## config.mk

```make
export PLATFORM = sky130hd
export DESIGN_NAME = signed_int_to_decimal_ascii_core_flat
export DESIGN_NICKNAME = d
export VERILOG_FILES = /design/src/rtl/sitoa_pkg.sv /design/src/rtl/sitoa_in_if.sv /design/src/rtl/sitoa_out_if.sv /design/src/rtl/signed_int_to_decimal_ascii_core.sv /design/src/rtl/sitoa_dabble.sv /design/src/flat_wrapper.sv
export SDC_FILE = /design/constraint.sdc
export NUM_CORES = 1
export LEC_CHECK = 0
export BUFFER_PORTS_ARGS = -buffer_cell sky130_fd_sc_hd__buf_2
export CELL_PAD_IN_SITES_DETAIL_PLACEMENT = 1
export CELL_PAD_IN_SITES_GLOBAL_PLACEMENT = 1
export CORE_ASPECT_RATIO = 1.2
export CORE_MARGIN = 1
export CORE_UTILIZATION = 32
export CTS_CLUSTER_DIAMETER = 200
export CTS_CLUSTER_SIZE = 25
export DETAILED_ROUTE_END_ITERATION = 6
export GPL_TIMING_DRIVEN = 0
export HOLD_SLACK_MARGIN = 0.03
export PLACE_DENSITY = 0.58
export SLEW_MARGIN = 20
export SYNTH_ARGS = -nofsm -noshare
export SYNTH_HDL_FRONTEND = slang
export SYNTH_HIERARCHICAL = 1
export SYNTH_SLANG_ARGS = --single-unit
```

## constraint.sdc

```tcl
create_clock -name clk -period 2.6 [get_ports clk]
set_input_delay 0.26 -clock clk [delete_from_list [all_inputs] [get_ports clk]]
set_output_delay 0.26 -clock clk [all_outputs]
set_load 0.005 [all_outputs]
```

## src/rtl/sitoa_pkg.sv

```systemverilog
// ----------------------------------------------------------------------------
// sitoa_pkg
// Types and constants shared by the signed integer to decimal text core.
// ----------------------------------------------------------------------------
package sitoa_pkg;

	localparam int IN_W       = 32;
	localparam int MAX_DIGITS = 10;
	localparam int BCD_W      = 4 * MAX_DIGITS;
	localparam int POS_W      = $clog2(MAX_DIGITS);

	localparam logic [7:0] CHAR_ZERO  = 8'd48;
	localparam logic [7:0] CHAR_MINUS = 8'd45;

	typedef logic [BCD_W-1:0] bcd_t;
	typedef logic [POS_W-1:0] pos_t;

	typedef enum logic [1:0] {
		ST_IDLE,
		ST_CONV,
		ST_SCAN,
		ST_EMIT
	} sitoa_state_t;

endpackage

```

## src/rtl/sitoa_in_if.sv

```systemverilog
// ----------------------------------------------------------------------------
// sitoa_in_if
// Valid/ready channel that carries one signed integer per transaction.
// ----------------------------------------------------------------------------
interface sitoa_in_if
	import sitoa_pkg::*;
();
	logic            valid;
	logic            ready;
	logic [IN_W-1:0] value;

	modport source (output valid, output value, input ready);
	modport sink   (input valid, input value, output ready);
endinterface

```

## src/rtl/sitoa_out_if.sv

```systemverilog
// ----------------------------------------------------------------------------
// sitoa_out_if
// Valid/ready channel that carries one ASCII character per transaction.
// ----------------------------------------------------------------------------
interface sitoa_out_if;
	logic       valid;
	logic       ready;
	logic [7:0] character;
	logic       last;

	modport source (output valid, output character, output last, input ready);
	modport sink   (input valid, input character, input last, output ready);
endinterface

```

## src/rtl/signed_int_to_decimal_ascii_core.sv

```systemverilog
// ----------------------------------------------------------------------------
// signed_int_to_decimal_ascii_core
// Converts a signed integer to decimal ASCII text, one character per cycle
// while the receiver is ready, most significant first, with a leading '-'
// for negative values. Steps: accept, conversion of W bits (W =
// min(VALUE_WIDTH, 32), one bit per cycle through the shared shift-and-add-3
// unit), scan, then emission. A new integer is taken only after the last
// character. Reset returns to idle, ready for input.
// ----------------------------------------------------------------------------
module signed_int_to_decimal_ascii_core
	import sitoa_pkg::*;
#(
	parameter int VALUE_WIDTH = 32
) (
	input  logic          clk,
	input  logic          arst_n,
	sitoa_in_if.sink      operand,
	sitoa_out_if.source   result
);

	localparam int EW    = (VALUE_WIDTH < IN_W) ? VALUE_WIDTH : IN_W;
	localparam int CNT_W = $clog2(EW + 1);
	localparam logic [CNT_W-1:0] EW_C = CNT_W'(EW);
	localparam logic [CNT_W-1:0] ONE_C = CNT_W'(1);

	sitoa_state_t     state_q, state_d;
	logic [EW-1:0]    mag_q;
	logic [CNT_W-1:0] bit_cnt_q;
	bcd_t             bcd_q;
	bcd_t             bcd_next;
	pos_t             pos_q;
	pos_t             top_pos;
	logic             neg_q;
	logic [EW-1:0]    v_low;
	logic             accept_in;
	logic             accept_out;

	assign v_low      = operand.value[EW-1:0];
	assign accept_in  = operand.valid && operand.ready;
	assign accept_out = result.valid && result.ready;

	sitoa_dabble u_dabble (
		.bcd      (bcd_q),
		.bit_in   (mag_q[EW-1]),
		.bcd_next (bcd_next)
	);

	always_comb begin
		top_pos = '0;
		for (int i = 1; i < MAX_DIGITS; i++) begin
			if (bcd_q[4*i +: 4] != 4'd0) begin
				top_pos = POS_W'(i);
			end
		end
	end

	always_comb begin
		state_d = state_q;
		case (state_q)
			ST_IDLE: begin
				if (accept_in) begin
					state_d = ST_CONV;
				end
			end
			ST_CONV: begin
				if (bit_cnt_q == ONE_C) begin
					state_d = ST_SCAN;
				end
			end
			ST_SCAN: state_d = ST_EMIT;
			ST_EMIT: begin
				if (accept_out && !neg_q && pos_q == '0) begin
					state_d = ST_IDLE;
				end
			end
			default: state_d = ST_IDLE;
		endcase
	end

	always_comb begin
		operand.ready    = (state_q == ST_IDLE);
		result.valid     = (state_q == ST_EMIT);
		result.character = neg_q ? CHAR_MINUS : (CHAR_ZERO + {4'd0, bcd_q[pos_q*4 +: 4]});
		result.last      = !neg_q && (pos_q == '0);
	end

	always_ff @(posedge clk or negedge arst_n) begin
		if (!arst_n) begin
			state_q   <= ST_IDLE;
			bit_cnt_q <= '0;
			pos_q     <= '0;
			neg_q     <= 1'b0;
		end else begin
			state_q <= state_d;
			case (state_q)
				ST_IDLE: begin
					if (accept_in) begin
						neg_q     <= v_low[EW-1];
						bit_cnt_q <= EW_C;
					end
				end
				ST_CONV: bit_cnt_q <= bit_cnt_q - ONE_C;
				ST_SCAN: pos_q <= top_pos;
				ST_EMIT: begin
					if (accept_out) begin
						if (neg_q) begin
							neg_q <= 1'b0;
						end else if (pos_q != '0) begin
							pos_q <= pos_q - POS_W'(1);
						end
					end
				end
				default: ;
			endcase
		end
	end

	always_ff @(posedge clk or negedge arst_n) begin
		if (!arst_n) begin
			mag_q <= '0;
			bcd_q <= '0;
		end else begin
			case (state_q)
				ST_IDLE: begin
					if (accept_in) begin
						mag_q <= v_low[EW-1] ? (~v_low + EW'(1)) : v_low;
						bcd_q <= '0;
					end
				end
				ST_CONV: begin
					bcd_q <= bcd_next;
					mag_q <= {mag_q[EW-2:0], 1'b0};
				end
				default: ;
			endcase
		end
	end

endmodule

```

## src/rtl/sitoa_dabble.sv

```systemverilog
// ----------------------------------------------------------------------------
// sitoa_dabble
// One shift-and-add-3 step of binary to BCD conversion over all digits.
// ----------------------------------------------------------------------------
module sitoa_dabble
	import sitoa_pkg::*;
(
	input  bcd_t bcd,
	input  logic bit_in,
	output bcd_t bcd_next
);

	bcd_t adj;

	always_comb begin
		for (int i = 0; i < MAX_DIGITS; i++) begin
			if (bcd[4*i +: 4] >= 4'd5) begin
				adj[4*i +: 4] = bcd[4*i +: 4] + 4'd3;
			end else begin
				adj[4*i +: 4] = bcd[4*i +: 4];
			end
		end
	end

	assign bcd_next = {adj[BCD_W-2:0], bit_in};

endmodule

```

## src/flat_wrapper.sv

```systemverilog
// flat-port wrapper written by rule: the top's interface ports become plain ports
module signed_int_to_decimal_ascii_core_flat import sitoa_pkg::*;
#(
	parameter int VALUE_WIDTH = 32
)
  (clk, arst_n, operand_valid, operand_value, operand_ready, result_valid, result_character, result_last, result_ready);
  sitoa_in_if operand_i ();
  sitoa_out_if result_i ();
  input  logic clk;
  input  logic arst_n;
  input wire logic [$bits(operand_i.valid)-1:0] operand_valid;
  input wire logic [$bits(operand_i.value)-1:0] operand_value;
  output wire logic [$bits(operand_i.ready)-1:0] operand_ready;
  output wire logic [$bits(result_i.valid)-1:0] result_valid;
  output wire logic [$bits(result_i.character)-1:0] result_character;
  output wire logic [$bits(result_i.last)-1:0] result_last;
  input wire logic [$bits(result_i.ready)-1:0] result_ready;
  assign operand_i.valid = operand_valid;
  assign operand_i.value = operand_value;
  assign operand_ready = operand_i.ready;
  assign result_valid = result_i.valid;
  assign result_character = result_i.character;
  assign result_last = result_i.last;
  assign result_i.ready = result_ready;
  signed_int_to_decimal_ascii_core #(.VALUE_WIDTH(VALUE_WIDTH)) u_core (.clk(clk), .arst_n(arst_n), .operand(operand_i), .result(result_i));
endmodule
```

==> flow_summary.toml <==
[outcome]
violations = "DRC"
outcome = "complete, but fails checks"

[clocking]
path_clk_slew_ns = 0.07
cts_buffers = 9
cts_tree = "built"
cts_max_level = 3
cts_buffer_depth = 2
postCtsSetupBuffers = 0
clk_latency_ns = 0.35
cts_root_buf = "clkbuf_16"
clock_sinks = 85

[detailed_routing]
drcViolationCount = 8
vias = 4880
wl_per_cell_um = 17.8
via_per_inst = 5.40
dr.pass1.iters = 6
drt-total-wl_um = 16100
first_iter_violations = 231
ant_nets = 0

[floorplan]
dieArea_sq_mm = 0.0187
core_sq_mm = 0.0176
die_w_um = 125
num_io_pins = 47
initial_utilization = 0.330
die_height_um = 150
placementRows = 53

[yosys]
synth.avg_cell_area_sq_um = 9.33
ys.flop_type = "dfrtp_1"
synth_enable_flop_cells = 0
yosys_register_bits = 85
synthCells = 623
yosysWarnings = 6
async_reset_ff_frac = 1.00
ys_seq_area_frac = 0.366
synth.distinct_cells = 50
syn_area_sq_mm = 0.00581

[grt]
grt-ovfl-total = 0
grt_antenna_before_repair = 0
grt_pass1_vias = 5224
grt_max_degree = 45
grt_pass1_wl_um = 27100
grt_usage = 0.183

[setup_path]
r2r_slack_ns = 0.24
crit_path_start_kind = "register"
cp-end-kind = "primary output"
crit_fanout = 10
required_ns = 2.34
reg2regPathDepth = 7
critical_path_class = "register to primary output"
worstPathArrival_ns = 2.14

[placed_design]
dpl.hpwl_um = 12200
place_inst = 888
postPlaceCellArea_sq_mm = 0.00634
place_congestion = 0.794
io_buffers = 43

[sta]
finalSetupTns_ns = 0
max_slew_margin = 0.570
fin_crit_sh = 0.921
drv_slew = 0
worstMarginPinSlew_ns = 0.642
hold_viol_final = 0
fmax_mhz = 417
clock-skew-final_ns = 0.00768
setup-violations-final = 0
min_period_ns = 2.40
grt_setup_unrepaired = "false"

[finish]
ff_latch_area_sq_mm = 0.00213
drive_above_1_share = 0.164
multi_input_area_sq_mm = 0.00340
final_cell_count_no_fill = 903
area_growth_pct = 14.1
final_area_sq_mm = 0.00664
antenna_cells = 0
nets = 742
n_fill_cell = 2058

[hold_path]
whs_path_depth = 3
hp-class = "input pin to register"

[power_and_ir_drop]
power.total_mw = 2.74
leakagePower_nw = 3.04
power_density_mw_per_mm2 = 413
peakVddDrop_uv = 288

[job]
max-cap-violations = 0
[per-layer routing]
| metal | track usage | routed length (um) | up-vias |
|---|---|---|---|
| li1 | - | - | 2348 |
| met1 | 0.215 | 7160 | 2449 |
| met2 | 0.346 | 8300 | 72 |
| met3 | 0.0261 | 444 | 11 |
| met4 | 0.0530 | 186 | 0 |
| met5 | 0 | 0 | - |
[what timing repair did]
| action | 4_1_cts | 5_1_grt |
|---|---|---|
| endpoints found under the hold margin | 41 | 0 |
| hold buffers | 1 | 0 |
| endpoints found under the setup margin | 53 | 47 |
| resized for setup | 3 | 7 |
[cell usage in the layout, fill, tap and decap left out, types with 6 or more instances in the layout]
cell type and count:
nand3b_1 8, nor3_1 8, o21ai_1 13, nand3_1 7, a21oi_2 10, mux2_2 6
dfrtp_1 84, mux4_2 8, o21ai_0 44, a22o_1 42, nand2_1 66, o31ai_1 8
buf_2 44, ha_1 28, buf_1 7, clkbuf_16 9, o22ai_1 8, xnor2_1 21
mux2i_1 24, or4_1 7, nor4_1 9, nor2_1 31, a21oi_1 27, clkbuf_1 16
xor2_1 21, inv_1 32, nand2b_1 24
[final timing paths]
kind,startpoint,endpoint
worst max-delay path,u_core/pos_q[0],result_character[2]
worst min-delay path,operand_value[0],u_core/mag_q[0]
worst max register to register,u_core/state_q[0],u_core/bcd_q[27]
worst min register to register,u_core/mag_q[8],u_core/mag_q[8]
max in group asynchronous,arst_n,u_core/mag_q[18]
min in group asynchronous,arst_n,u_core/bcd_q[15]
[logic make-up after synthesis]
| logic type | share of synthesized area |
|---|---|
| compound gates | 0.220 |
| xor+xnor | 0.0633 |
| fa+ha+maj | 0.0603 |
| buf+inv | 0.0506 |
| flops | 0.366 |
| mux | 0.0839 |
| other cells | 0.00129 |
| simple gates | 0.155 |
[state kept, by name, indices dropped and copies added, names as in the netlist]
register,count
u_core/bcd_q,40
u_core/bit_cnt_q,6
u_core/mag_q,32
u_core/neg_q,1
u_core/pos_q,4
u_core/state_q,2
[synthesized netlist by cell type (all sizes together), types with 4 or more instances]
cell	number	area, sq um
nand3	7	35.0
o41ai	11	153
or3	4	25.0
ha	28	350
inv	32	120
nor3	8	40.0
xnor2	21	184
o22ai	8	50.1
nand2	66	248
mux4	8	180
o31ai	11	97.6
a22o	42	368
a21oi	37	223
mux2	6	67.6
or4	9	75.1
xor2	21	184
dfrtp	85	2130
buf	16	91.3
nor4	9	56.3
nand2b	24	150
clkbuf	22	82.6
nand3b	8	60.1
o21ai	57	285
mux2i	24	240
a22oi	4	30.0
nor2	31	116
[report_power, final]
group	total [mW]	switching, mW	internal [mW]
sequential	1.32	0	1.32
combinational	0.181	0.110	0.0711
clock	1.24	0.581	0.657
[worst max-delay path, stage by stage (launching register included)]
cell	delay, ns
dfrtp_2	0.49
buf_2	0.30
mux4_2	0.56
mux2i_1	0.14
o21ai_0	0.13
buf_2	0.16
[layout make-up]
type                            instances  share of cell area
Inverter                               32              0.0181
Clock inverter                          7             0.00867
Sequential cell                        85               0.321
Tap cell                              220              0.0415
Timing Repair Buffer                   45              0.0390
Buffer                                 36              0.0262
Clock buffer                            9              0.0339
Multi-Input combinational cell        469               0.512
[metrics by stage]
step                setup slack, ns   util  hold WS (ns)
global route                 0.0133  0.376         0.239
floorplan                     0.432      -       -0.0356
global placement             -0.220  0.358         0.465
CTS                          0.0433  0.376         0.226
detailed placement           -0.286  0.360         0.207
finish                        0.204  0.376         0.233
Power figures use the tool's default switching activity.
